===== config.mk =====
export PLATFORM = sky130hd
export DESIGN_NAME = bresenham_line_rasterizer
export DESIGN_NICKNAME = d
export VERILOG_FILES = /design/src/rtl/bline_pkg.sv /design/src/rtl/bline_front.sv /design/src/rtl/bline_queue.sv /design/src/rtl/bline_back.sv /design/src/rtl/bresenham_line_rasterizer.sv
export SDC_FILE = /design/constraint.sdc
export NUM_CORES = 1
export LEC_CHECK = 0
export BUFFER_PORTS_ARGS = -buffer_cell sky130_fd_sc_hd__buf_4
export CAP_MARGIN = 20
export CORE_UTILIZATION = 60
export CTS_CLUSTER_SIZE = 20
export DETAILED_ROUTE_END_ITERATION = 6
export PLACE_DENSITY = 0.75
export SYNTH_ARGS = -nofsm -noshare
export SYNTH_HDL_FRONTEND = slang
export SYNTH_HIERARCHICAL = 1
export SYNTH_SLANG_ARGS = --single-unit

===== constraint.sdc =====
create_clock -name clk_i -period 4.8 [get_ports clk_i]
set_clock_uncertainty 0.05 [all_clocks]
set_input_delay 0.96 -clock clk_i [delete_from_list [all_inputs] [get_ports clk_i]]
set_output_delay 0.96 -clock clk_i [all_outputs]
set_load 0.05 [all_outputs]

===== src/rtl/bline_pkg.sv =====
// ----------------------------------------------------------------------------
// Line rasteriser package
// Shared widths, word types and control codes for the line rasteriser.
// ----------------------------------------------------------------------------
package bline_pkg;

  // Grid coordinate width (the grid is 2^CoordBits on each side).
  localparam int unsigned CoordBits = 6;
  // Decision variable width: it holds sums of a few doubled deltas with sign.
  localparam int unsigned DecBits = CoordBits + 4;
  // Default number of line setups held between the front and the back part.
  localparam int unsigned QueueDepthDef = 2;

  typedef logic [CoordBits-1:0]      coord_t;
  typedef logic signed [DecBits-1:0] dec_t;

  // Drawing direction of one line.
  typedef enum logic [1:0] {
    SLOPE_SHALLOW_UP   = 2'd0,
    SLOPE_SHALLOW_DOWN = 2'd1,
    SLOPE_STEEP_RIGHT  = 2'd2,
    SLOPE_STEEP_LEFT   = 2'd3
  } slope_e;

  typedef enum logic {
    BK_IDLE = 1'b0,
    BK_DRAW = 1'b1
  } back_state_e;

  // Input word: one line command.
  typedef struct packed {
    coord_t start_x;
    coord_t start_y;
    coord_t end_x;
    coord_t end_y;
  } cmd_t;

  // Output word: one plotted pixel.
  typedef struct packed {
    coord_t pixel_x;
    coord_t pixel_y;
    logic   last_pixel;
  } pixel_t;

  // Classified line, ready for stepping.
  typedef struct packed {
    coord_t start_x;
    coord_t start_y;
    coord_t stop_coord;
    dec_t   decision;
    dec_t   inc_move;
    dec_t   inc_stay;
    slope_e slope_mode;
  } setup_t;

endpackage


===== src/rtl/bline_front.sv =====
// ----------------------------------------------------------------------------
// Line rasteriser front part
// Accepts line commands, orders the endpoints and works out the initial
// decision value and increments, then pushes the setup into the queue.
// ----------------------------------------------------------------------------
module bline_front import bline_pkg::*; (
  input  logic   in_valid_i,
  output logic   in_ready_o,
  input  cmd_t   in_data_i,
  input  logic   q_full_i,
  output logic   push_o,
  output setup_t setup_o
);

  dec_t   x0, y0, x1, y1;
  dec_t   dx, dy, adx, ady;
  dec_t   ddx, ddy;
  logic   shallow, swap;
  coord_t sx0, sy0, sx1, sy1;

  assign in_ready_o = !q_full_i;
  assign push_o     = in_valid_i && !q_full_i;

  always_comb begin
    x0 = dec_t'(in_data_i.start_x);
    y0 = dec_t'(in_data_i.start_y);
    x1 = dec_t'(in_data_i.end_x);
    y1 = dec_t'(in_data_i.end_y);
    dx = x1 - x0;
    dy = y1 - y0;
    adx = (dx < 0) ? -dx : dx;
    ady = (dy < 0) ? -dy : dy;
    // A vertical line or a single point goes down the steep path.
    shallow = (dx != '0) && (ady <= adx);
    swap    = shallow ? (dx < 0) : (dy < 0);

    sx0 = swap ? in_data_i.end_x   : in_data_i.start_x;
    sy0 = swap ? in_data_i.end_y   : in_data_i.start_y;
    sx1 = swap ? in_data_i.start_x : in_data_i.end_x;
    sy1 = swap ? in_data_i.start_y : in_data_i.end_y;
    ddx = swap ? -dx : dx;
    ddy = swap ? -dy : dy;

    setup_o.start_x = sx0;
    setup_o.start_y = sy0;
    if (shallow) begin
      setup_o.stop_coord = sx1;
      setup_o.inc_stay   = -(ddy <<< 1);
      if (ddy >= 0) begin
        setup_o.slope_mode = SLOPE_SHALLOW_UP;
        setup_o.decision   = ddx - (ddy <<< 1);
        setup_o.inc_move   = (ddx <<< 1) - (ddy <<< 1);
      end else begin
        setup_o.slope_mode = SLOPE_SHALLOW_DOWN;
        setup_o.decision   = -ddx - (ddy <<< 1);
        setup_o.inc_move   = -(ddx <<< 1) - (ddy <<< 1);
      end
    end else begin
      setup_o.stop_coord = sy1;
      setup_o.inc_stay   = ddx <<< 1;
      if (ddx >= 0) begin
        setup_o.slope_mode = SLOPE_STEEP_RIGHT;
        setup_o.decision   = (ddx <<< 1) - ddy;
        setup_o.inc_move   = (ddx <<< 1) - (ddy <<< 1);
      end else begin
        setup_o.slope_mode = SLOPE_STEEP_LEFT;
        setup_o.decision   = (ddx <<< 1) + ddy;
        setup_o.inc_move   = (ddx <<< 1) + (ddy <<< 1);
      end
    end
  end

endmodule


===== src/rtl/bline_queue.sv =====
// ----------------------------------------------------------------------------
// Line rasteriser setup queue
// A small first-in first-out store of classified lines between the parts.
// ----------------------------------------------------------------------------
module bline_queue import bline_pkg::*; #(
  parameter int unsigned DEPTH = QueueDepthDef
) (
  input  logic   clk_i,
  input  logic   rst_ni,
  input  logic   push_i,
  input  setup_t data_i,
  input  logic   pop_i,
  output setup_t data_o,
  output logic   full_o,
  output logic   empty_o
);

  localparam int unsigned AddrBits  = (DEPTH > 1) ? $clog2(DEPTH) : 1;
  localparam int unsigned CountBits = $clog2(DEPTH + 1);
  localparam logic [AddrBits-1:0]  LastAddr = AddrBits'(DEPTH - 1);
  localparam logic [CountBits-1:0] FullCount = CountBits'(DEPTH);

  setup_t               mem_q [DEPTH];
  logic [AddrBits-1:0]  wr_ptr_q, wr_ptr_d;
  logic [AddrBits-1:0]  rd_ptr_q, rd_ptr_d;
  logic [CountBits-1:0] count_q, count_d;

  assign full_o  = (count_q == FullCount);
  assign empty_o = (count_q == '0);
  assign data_o  = mem_q[rd_ptr_q];

  always_comb begin
    wr_ptr_d = wr_ptr_q;
    rd_ptr_d = rd_ptr_q;
    count_d  = count_q;
    if (push_i) begin
      wr_ptr_d = (wr_ptr_q == LastAddr) ? '0 : wr_ptr_q + 1'b1;
    end
    if (pop_i) begin
      rd_ptr_d = (rd_ptr_q == LastAddr) ? '0 : rd_ptr_q + 1'b1;
    end
    if (push_i && !pop_i) begin
      count_d = count_q + 1'b1;
    end else if (pop_i && !push_i) begin
      count_d = count_q - 1'b1;
    end
  end

  always_ff @(posedge clk_i or negedge rst_ni) begin
    if (!rst_ni) begin
      wr_ptr_q <= '0;
      rd_ptr_q <= '0;
      count_q  <= '0;
    end else begin
      wr_ptr_q <= wr_ptr_d;
      rd_ptr_q <= rd_ptr_d;
      count_q  <= count_d;
    end
  end

  always_ff @(posedge clk_i) begin
    if (push_i) begin
      mem_q[wr_ptr_q] <= data_i;
    end
  end

endmodule


===== src/rtl/bline_back.sv =====
// ----------------------------------------------------------------------------
// Line rasteriser back part
// Takes one setup from the queue and steps along the major axis, one pixel
// a cycle while the output side takes words, into a registered output word.
// ----------------------------------------------------------------------------
module bline_back import bline_pkg::*; (
  input  logic   clk_i,
  input  logic   rst_ni,
  input  logic   q_empty_i,
  input  setup_t setup_i,
  output logic   pop_o,
  output logic   out_valid_o,
  input  logic   out_ready_i,
  output pixel_t out_data_o
);

  back_state_e state_q, state_d;
  coord_t      cur_x_q, cur_y_q, stop_q;
  dec_t        dec_q, move_q, stay_q;
  slope_e      mode_q;
  logic        out_valid_q, out_valid_d;
  pixel_t      out_q;

  logic   advance, last, step;
  coord_t major, nx, ny;

  assign major = (mode_q == SLOPE_SHALLOW_UP || mode_q == SLOPE_SHALLOW_DOWN)
                 ? cur_x_q : cur_y_q;
  assign last  = (major == stop_q);

  always_comb begin
    case (mode_q)
      SLOPE_SHALLOW_UP: begin
        step = dec_q < 0;
        nx   = cur_x_q + 1'b1;
        ny   = step ? cur_y_q + 1'b1 : cur_y_q;
      end
      SLOPE_SHALLOW_DOWN: begin
        step = dec_q >= 0;
        nx   = cur_x_q + 1'b1;
        ny   = step ? cur_y_q - 1'b1 : cur_y_q;
      end
      SLOPE_STEEP_RIGHT: begin
        step = dec_q > 0;
        ny   = cur_y_q + 1'b1;
        nx   = step ? cur_x_q + 1'b1 : cur_x_q;
      end
      default: begin
        step = dec_q <= 0;
        ny   = cur_y_q + 1'b1;
        nx   = step ? cur_x_q - 1'b1 : cur_x_q;
      end
    endcase
  end

  // Next state.
  always_comb begin
    state_d = state_q;
    case (state_q)
      BK_IDLE: begin
        if (!q_empty_i) begin
          state_d = BK_DRAW;
        end
      end
      BK_DRAW: begin
        if (advance && last) begin
          state_d = BK_IDLE;
        end
      end
      default: state_d = BK_IDLE;
    endcase
  end

  // Outputs of the controller.
  always_comb begin
    pop_o       = (state_q == BK_IDLE) && !q_empty_i;
    advance     = (state_q == BK_DRAW) && (!out_valid_q || out_ready_i);
    out_valid_d = out_valid_q;
    if (advance) begin
      out_valid_d = 1'b1;
    end else if (out_ready_i) begin
      out_valid_d = 1'b0;
    end
  end

  always_ff @(posedge clk_i or negedge rst_ni) begin
    if (!rst_ni) begin
      state_q     <= BK_IDLE;
      out_valid_q <= 1'b0;
    end else begin
      state_q     <= state_d;
      out_valid_q <= out_valid_d;
    end
  end

  always_ff @(posedge clk_i) begin
    if (pop_o) begin
      cur_x_q <= setup_i.start_x;
      cur_y_q <= setup_i.start_y;
      stop_q  <= setup_i.stop_coord;
      dec_q   <= setup_i.decision;
      move_q  <= setup_i.inc_move;
      stay_q  <= setup_i.inc_stay;
      mode_q  <= setup_i.slope_mode;
    end else if (advance) begin
      out_q.pixel_x    <= cur_x_q;
      out_q.pixel_y    <= cur_y_q;
      out_q.last_pixel <= last;
      cur_x_q          <= nx;
      cur_y_q          <= ny;
      dec_q            <= dec_q + (step ? move_q : stay_q);
    end
  end

  assign out_valid_o = out_valid_q;
  assign out_data_o  = out_q;

endmodule


===== src/rtl/bresenham_line_rasterizer.sv =====
// ----------------------------------------------------------------------------
// Bresenham line rasteriser
// Draws lines on a square grid with the midpoint decision method, in all
// octants, and sends out one word per pixel with the last one marked.
// ----------------------------------------------------------------------------
// A line command is taken in as one word with two endpoints and comes out as
// one word per pixel, in drawing order, with last_pixel set on the final one.
// The front part orders the endpoints and computes the start decision value
// in the cycle the command is accepted, and places the result in a queue of
// QUEUE_DEPTH lines; so new commands are taken while an earlier line is still
// being drawn, until the queue is full. The back part's stepping loop sets
// the rate: it loads a line from the queue and then plots one pixel each
// cycle while the output side takes words; a line has n pixels (n = 1 +
// the longer of |dx| and |dy|, at most 64). On its way to the output, a
// line's setup is written into the queue, loaded into the back part's
// registers and then stepped into the registered output word. Shallow
// lines (|dy| <= |dx| and dx not zero) are drawn towards increasing x; all
// others, vertical lines and single points included, towards increasing y.
module bresenham_line_rasterizer import bline_pkg::*; #(
  parameter int unsigned QUEUE_DEPTH = QueueDepthDef
) (
  input  logic   clk_i,
  input  logic   rst_ni,
  input  logic   in_valid_i,
  output logic   in_ready_o,
  input  cmd_t   in_data_i,
  output logic   out_valid_o,
  input  logic   out_ready_i,
  output pixel_t out_data_o
);

  // Handshake between the front part, the queue and the back part.
  logic   q_push, q_pop, q_full, q_empty;
  setup_t q_wr_data, q_rd_data;

  // Front part: classifies each command and works out its start values.
  bline_front u_front (
    .in_valid_i (in_valid_i),
    .in_ready_o (in_ready_o),
    .in_data_i  (in_data_i),
    .q_full_i   (q_full),
    .push_o     (q_push),
    .setup_o    (q_wr_data)
  );

  // Queue of classified lines, so that each part may stall on its own.
  bline_queue #(
    .DEPTH (QUEUE_DEPTH)
  ) u_queue (
    .clk_i   (clk_i),
    .rst_ni  (rst_ni),
    .push_i  (q_push),
    .data_i  (q_wr_data),
    .pop_i   (q_pop),
    .data_o  (q_rd_data),
    .full_o  (q_full),
    .empty_o (q_empty)
  );

  // Back part: steps along each line and holds the outgoing pixel word.
  bline_back u_back (
    .clk_i       (clk_i),
    .rst_ni      (rst_ni),
    .q_empty_i   (q_empty),
    .setup_i     (q_rd_data),
    .pop_o       (q_pop),
    .out_valid_o (out_valid_o),
    .out_ready_i (out_ready_i),
    .out_data_o  (out_data_o)
  );

  // The queue must never be written when full or read when empty.
  a_no_overflow : assert property (@(posedge clk_i) disable iff (!rst_ni)
    q_push |-> !q_full)
    else $error("line queue written while full");

  a_no_underflow : assert property (@(posedge clk_i) disable iff (!rst_ni)
    q_pop |-> !q_empty)
    else $error("line queue read while empty");

  // A pixel word on offer stays on offer, unchanged, until it is taken.
  a_out_hold : assert property (@(posedge clk_i) disable iff (!rst_ni)
    (out_valid_o && !out_ready_i) |=> (out_valid_o && $stable(out_data_o)))
    else $error("pixel word changed or dropped before it was taken");

endmodule


Word-level counts from Yosys, hierarchy flattened
Memory sizes are Yosys's and may differ from the RTL's.
Index checks and enable logic that the tools add are counted.

operators by class
  add/sub/neg operators = 23
  $lt $le $gt $ge = 9
  equality and inequality tests = 7
  muxes and demuxes = 40
  bitwise operators = 2
  reductions and logical operators = 25

operators by type and width
  kind                   number
  $mux W6                13
  $mux W10               7
  $sub A10 B10 Y10       5
  $mux W20               2
  $mux W38               1
  $add A10 B10 Y10       3
  $ge A10 B1 Y1 const B  3
  $neg A10 Y10           3
  $pmux W6 S2            2
  $neg A7 Y10            2
  $lt A7 B1 Y1 const B   2
  $sub A6 B6 Y7          2
  $add A6 B1 Y6 const B  2
  $sub A6 B1 Y6 const B  2
  $mux W1                11
  $gt A10 B1 Y1 const B  1
  $le A10 B1 Y1 const B  1
  $le A10 B10 Y1         1
  $lt A10 B1 Y1 const B  1
  $reduce_bool A10 Y1    1
  $logic_and A1 B1 Y1    7
  $eq A6 B6 Y1           1
  $ne A3 B3 Y1 const B   2
  $reduce_and A3 Y1      2
  other kinds (17)       29

word-level totals
  bits in registers = 69
  memory bits (writable) = 100
  input bits = 28
  output and inout port bits = 15
  word-level logic and storage cells = 122
  memories kept = 1

memory list
  name           depth  width  rd ports  clocked after Yosys merged registers in  wr ports  line               text
  u_queue.mem_q  2      50     1         0                                        1         bline_queue.sv:23  setup_t mem_q [DEPTH];

Logic depth before layout (Yosys ltp)
  word-level depth = 11
  mapped depth = 35
  depth with buffers taken out = 34

Modules after synthesis
Netlist, hierarchy kept.

modules (own cells, without submodules)
  module       times used  cells an instance  area an instance (µm²)  sequential area each (µm²)
  bline_front  1           773                5,293.8                 0.0
  bline_queue  1           172                4,047.6                 3,103.0
  bline_back   1           261                3,370.7                 1,941.9

Worst setup path before layout
No wires, ideal clock.

  kind = in2reg
  start point = in in_data_i[6] in the netlist's numbering
  end point = mem u_queue/mem_q[0][31] in the netlist's numbering (data pin)
  arrival time = 7,537 ps
  data required time = 4,573 ps
  slack = -2,963 ps
  cell stages on the path = 31
  cells stage by stage = inv_1 -> ha_1 -> fa_1 -> xor2_1 -> nand3_1 -> or3_1 -> nor3_1 -> ha_1 -> inv_1 -> ha_1 -> nand4b_1 -> or4b_4 -> a41oi_2 -> o211ai_4 -> buf_2 -> a21oi_1 -> xor2_1 -> ha_1 -> inv_1 -> ha_1 -> a21oi_1 -> nor2b_1 -> o21a_1 -> o21ai_0 -> nand2b_1 -> a21oi_1 -> xnor2_1 -> a21oi_1 -> a41oi_2 -> xnor2_1 -> a221oi_2

RTL lines
  element             line                             text
  start: declaration  bresenham_line_rasterizer.sv:26  input cmd_t in_data_i,
  end: declaration    bline_queue.sv:23

==> parameters.txt <==
Parameter                              Value

Run status
  Result of the run ... finished with violations
  Violations in the final reports ... design-rule violations, negative setup slack

Timing
  Post-route minimum period ... 6.76 ns
  Slew @ Worst Pin ... 1.04 ns
  Number of hold-slack violations in the final timing report ... 0
  RSZ-0062 raised after global routing ... yes
  Worst setup slack after layout ... -1.96 ns
  Period utilisation layout ... 1.41
  Final max-slew violation count ... 0
  Maximum frequency from static timing analysis ... 0.148 GHz
  Relative slew slack ... 0.299
  Final-report setup violation count ... 62

Global routing
  Number of antenna violations at the first check in global routing ... 0
  Maximum number of pins on one net before global-route repair ... 51
  First-pass GRT wire length ... 62600 um
  Number of global-route vias before repair ... 11629
  Global-route congestion overflow total ... 0
  GR Util All Layers ... 0.379

Setup path
  Critical path arrival ... 6.96 ns
  Data required time of the worst path ... 5.00 ns
  Critical-path maximum fanout ... 6
  Worst Setup Start Kind ... input pin
  Highest-delay cell along the critical path ... or4b_4
  Crit-path max cell delay ... 0.56 ns
  Critical Path End Type ... flop
  Setup slack of the worst register-to-register path ... 0.56 ns
  Critical path class ... input pin to flop
  Most common cell type on the critical path ... nand2_2

Run
  Total of max-cap violations ... 0

Detailed routing
  Count of routing violations after the opening detailed-route iteration ... 1046
  First-pass iteration count of the detailed router ... 7
  Number of design rule violations left after detail routing ... 2
  Vias/cell ... 6.26
  Via total after detailed routing ... 11584
  Total routed wirelength ... 42900 um
  Antenna viol nets, final ... 0
  Routed wire per std cell ... 23.2 um

Layout
  Fraction of layout cells with a size suffix above 1 ... 0.446
  Count of inserted antenna diode cells ... 0
  Layout overhead on the synthesized area ... 39.6%
  Storage element area ... 0.00505 sq mm
  Final design utilization ... 0.866
  Layout fillers ... 945
  Layout Cells excl Fill ... 1850
  Area of all placed cells without fillers ... 0.0177 sq mm
  Net count reported at finish ... 1700
  Multi-input combinational cell area ... 0.00834 sq mm

Floorplan
  Die Y-Extent ... 148 um
  Core Rows ... 52
  Placeable Area ... 0.0205 sq mm
  Die X ... 148 um
  Floorplan die area ... 0.0218 sq mm
  Initial core utilization ... 0.620
  IO Count ... 43

Synth
  EDFF count, synth ... 163
  Count of cell types in the netlist ... 98
  Post-synthesis instance total ... 1206
  Post-synthesis register bit count ... 169
  Number of warning messages in the yosys log ... 6
  Sequential cell area fraction in the yosys report ... 0.397
  Fraction of registers with async set/reset ... 0.0355
  Predominant post-synthesis flop cell ... edfxtp_1
  Synth Cell Area ... 0.0127 sq mm
  Mean area per synthesized cell ... 10.5 sq um

Clocking
  Clock tree from TritonCTS ... done
  Number of buffers on the longest clock path ... 2
  Clk root buf ... clkbuf_16
  Clock transition time at the flip-flop clock pins of the worst setup and hold paths ... 0.07 ns
  Number of buffers created by CTS ... 17
  Maximum level of the CTS H-tree ... 4
  Clock network latency to the later pin of the worst-skew pair ... 0.43 ns
  Number of clock sinks ... 169

Placement
  Count of input and output buffers ... 42
  Placed cell count ... 1772
  Detail Placement HPWL ... 27400 um
  Last weighted congestion value of the routability-driven placer ... 1.03
  Area after DPL ... 0.0158 sq mm

Worst hold path
  Path class of the lowest-slack min-delay path ... input pin to asynchronous set/reset pin
worst paths after layout:
kind,from,endpoint,depth (start not counted)
setup / recovery,in_data_i[0],u_queue/mem_q[1][31],33
hold / removal,rst_ni,u_queue/count_q[1],1
setup reg to reg,u_back/dec_q[3],u_back/dec_q[8],15
hold reg to reg,u_queue/count_q[1],u_queue/count_q[1],1
max in group asynchronous,rst_ni,u_queue/rd_ptr_q,1
min in group clk_i,u_queue/count_q[1],u_queue/count_q[1],1
logic make-up after synthesis:
kind of cell / count (synthesis) / synth area share
buffers and inverters: 125 / 0.0466
AO/OA/AOI/OAI: 303 / 0.166
adder cells (fa/ha/maj): 107 / 0.108
XOR/XNOR: 114 / 0.0842
other: 1 / 0.000295
flip-flops: 169 / 0.397
multiplexers: 77 / 0.0825
AND/OR/NAND/NOR: 310 / 0.115
flip-flops by register name, indices dropped and copies added (netlist names):
signal,flops
u_queue/mem_q,100
u_back/out_data_o,13
u_back/dec_q,10
u_back/move_q,10
u_back/stay_q,10
u_back/cur_x_q,6
u_back/cur_y_q,6
u_back/stop_q,6
u_back/mode_q,2
u_queue/count_q,2
u_back/out_valid_o,1
u_back/state_q,1
u_queue/rd_ptr_q,1
u_queue/wr_ptr_q,1
critical path, delay by kind of cell:
kind / cells / cell delay (ns)
compound gates: 11 / 1.97
fa+ha+maj: 6 / 1.62
simple gates: 9 / 1.31
buf+inv: 4 / 0.47
mux: 1 / 0.34
xor+xnor: 2 / 0.26
area by class of cell:
class | count | area share
repair buffers | 382 | 0.170
well taps | 270 | 0.0190
multi-input cells | 913 | 0.470
clock inverters | 14 | 0.0123
flip-flops and latches | 169 | 0.284
inverters | 84 | 0.0196
clock buffers | 18 | 0.0242
cell usage in the layout, fill, tap and decap left out, types with 6 or more instances in the layout:
cell         n
inv_1       63
mux2_4      52
o21ai_0     27
o21a_1      10
a21o_1      19
a211oi_1    11
xor2_1      40
a21oi_2     25
nor2_1      79
nor2_2      11
a211oi_2    13
xnor2_2     10
clkbuf_16   17
nor2b_1     12
buf_6       32
nor3_1      16
o31ai_1      6
xnor2_1     53
buf_4      346
mux2_2       6
mux2i_1     14
o211ai_1     9
o21ai_1     20
edfxtp_1   163
nand2_2     10
o21bai_1     6
nand2b_1    16
o21ai_2     13
ha_4        23
nand4_1      6
nand3_1      9
a21oi_1     51
inv_2       13
ha_1        71
a31oi_1     13
nand2_1     92
what timing repair did:
action | in CTS | in global routing
resized for setup | 152 | 46
setup endpoints to repair | 90 | 94
pin swaps | 87 | 34
hold buffers | 0 | 0
setup buffers | 41 | 12
synthesized netlist by cell type, types with 5 or more instances:
cell type,instances,share of area
nand2_1,103,0.030
buf_2,7,0.0028
edfxtp_1,163,0.39
mux2i_1,14,0.011
nor2b_1,15,0.0074
nor3_1,20,0.0079
xor2_1,46,0.032
or3_1,5,0.0025
o21ai_1,5,0.0020
fa_1,6,0.0094
ha_1,99,0.097
dfrtp_1,6,0.012
a21o_1,19,0.011
a31oi_1,18,0.0089
nand2b_1,17,0.0084
nor4_1,6,0.0030
o21bai_1,6,0.0035
xnor2_1,62,0.043
clkbuf_1,20,0.0059
o21ai_0,57,0.022
nand3_1,13,0.0051
and3_1,5,0.0025
inv_1,77,0.023
a21oi_1,78,0.031
o22ai_1,5,0.0025
o21a_1,14,0.0083
mux2_4,50,0.059
inv_2,5,0.0015
o31ai_1,6,0.0035
a211oi_1,22,0.013
nand4_1,6,0.0030
nor3b_1,5,0.0030
buf_12,5,0.0079
mux2_2,8,0.0071
a21boi_1,5,0.0030
nor2_1,93,0.027
and2_1,6,0.0030
o211ai_1,9,0.0053
per-stage QoR:
stage          worst slack, ns  setup TNS (ns)  hold slack [ns]
2_1_floorplan            -2.07          -58.68            0.404
3_3_place_gp             -2.37         -102.53            0.421
3_5_place_dp             -2.46         -112.47            0.427
4_1_cts                  -1.89          -53.59            0.281
5_1_grt                  -2.18          -71.28            0.276
6_report                 -1.96          -59.20            0.287
metal layers:
| metal | part of all wire | global-route usage |
|---|---|---|
| met5 | 0 | 0 |
| met4 | 0.051 | 0.177 |
| met3 | 0.077 | 0.0605 |
| met2 | 0.49 | 0.652 |
| met1 | 0.38 | 0.468 |
Power is not shown: default switching activity piles up to over one toggle a cycle in this logic, so the estimate is an artifact.
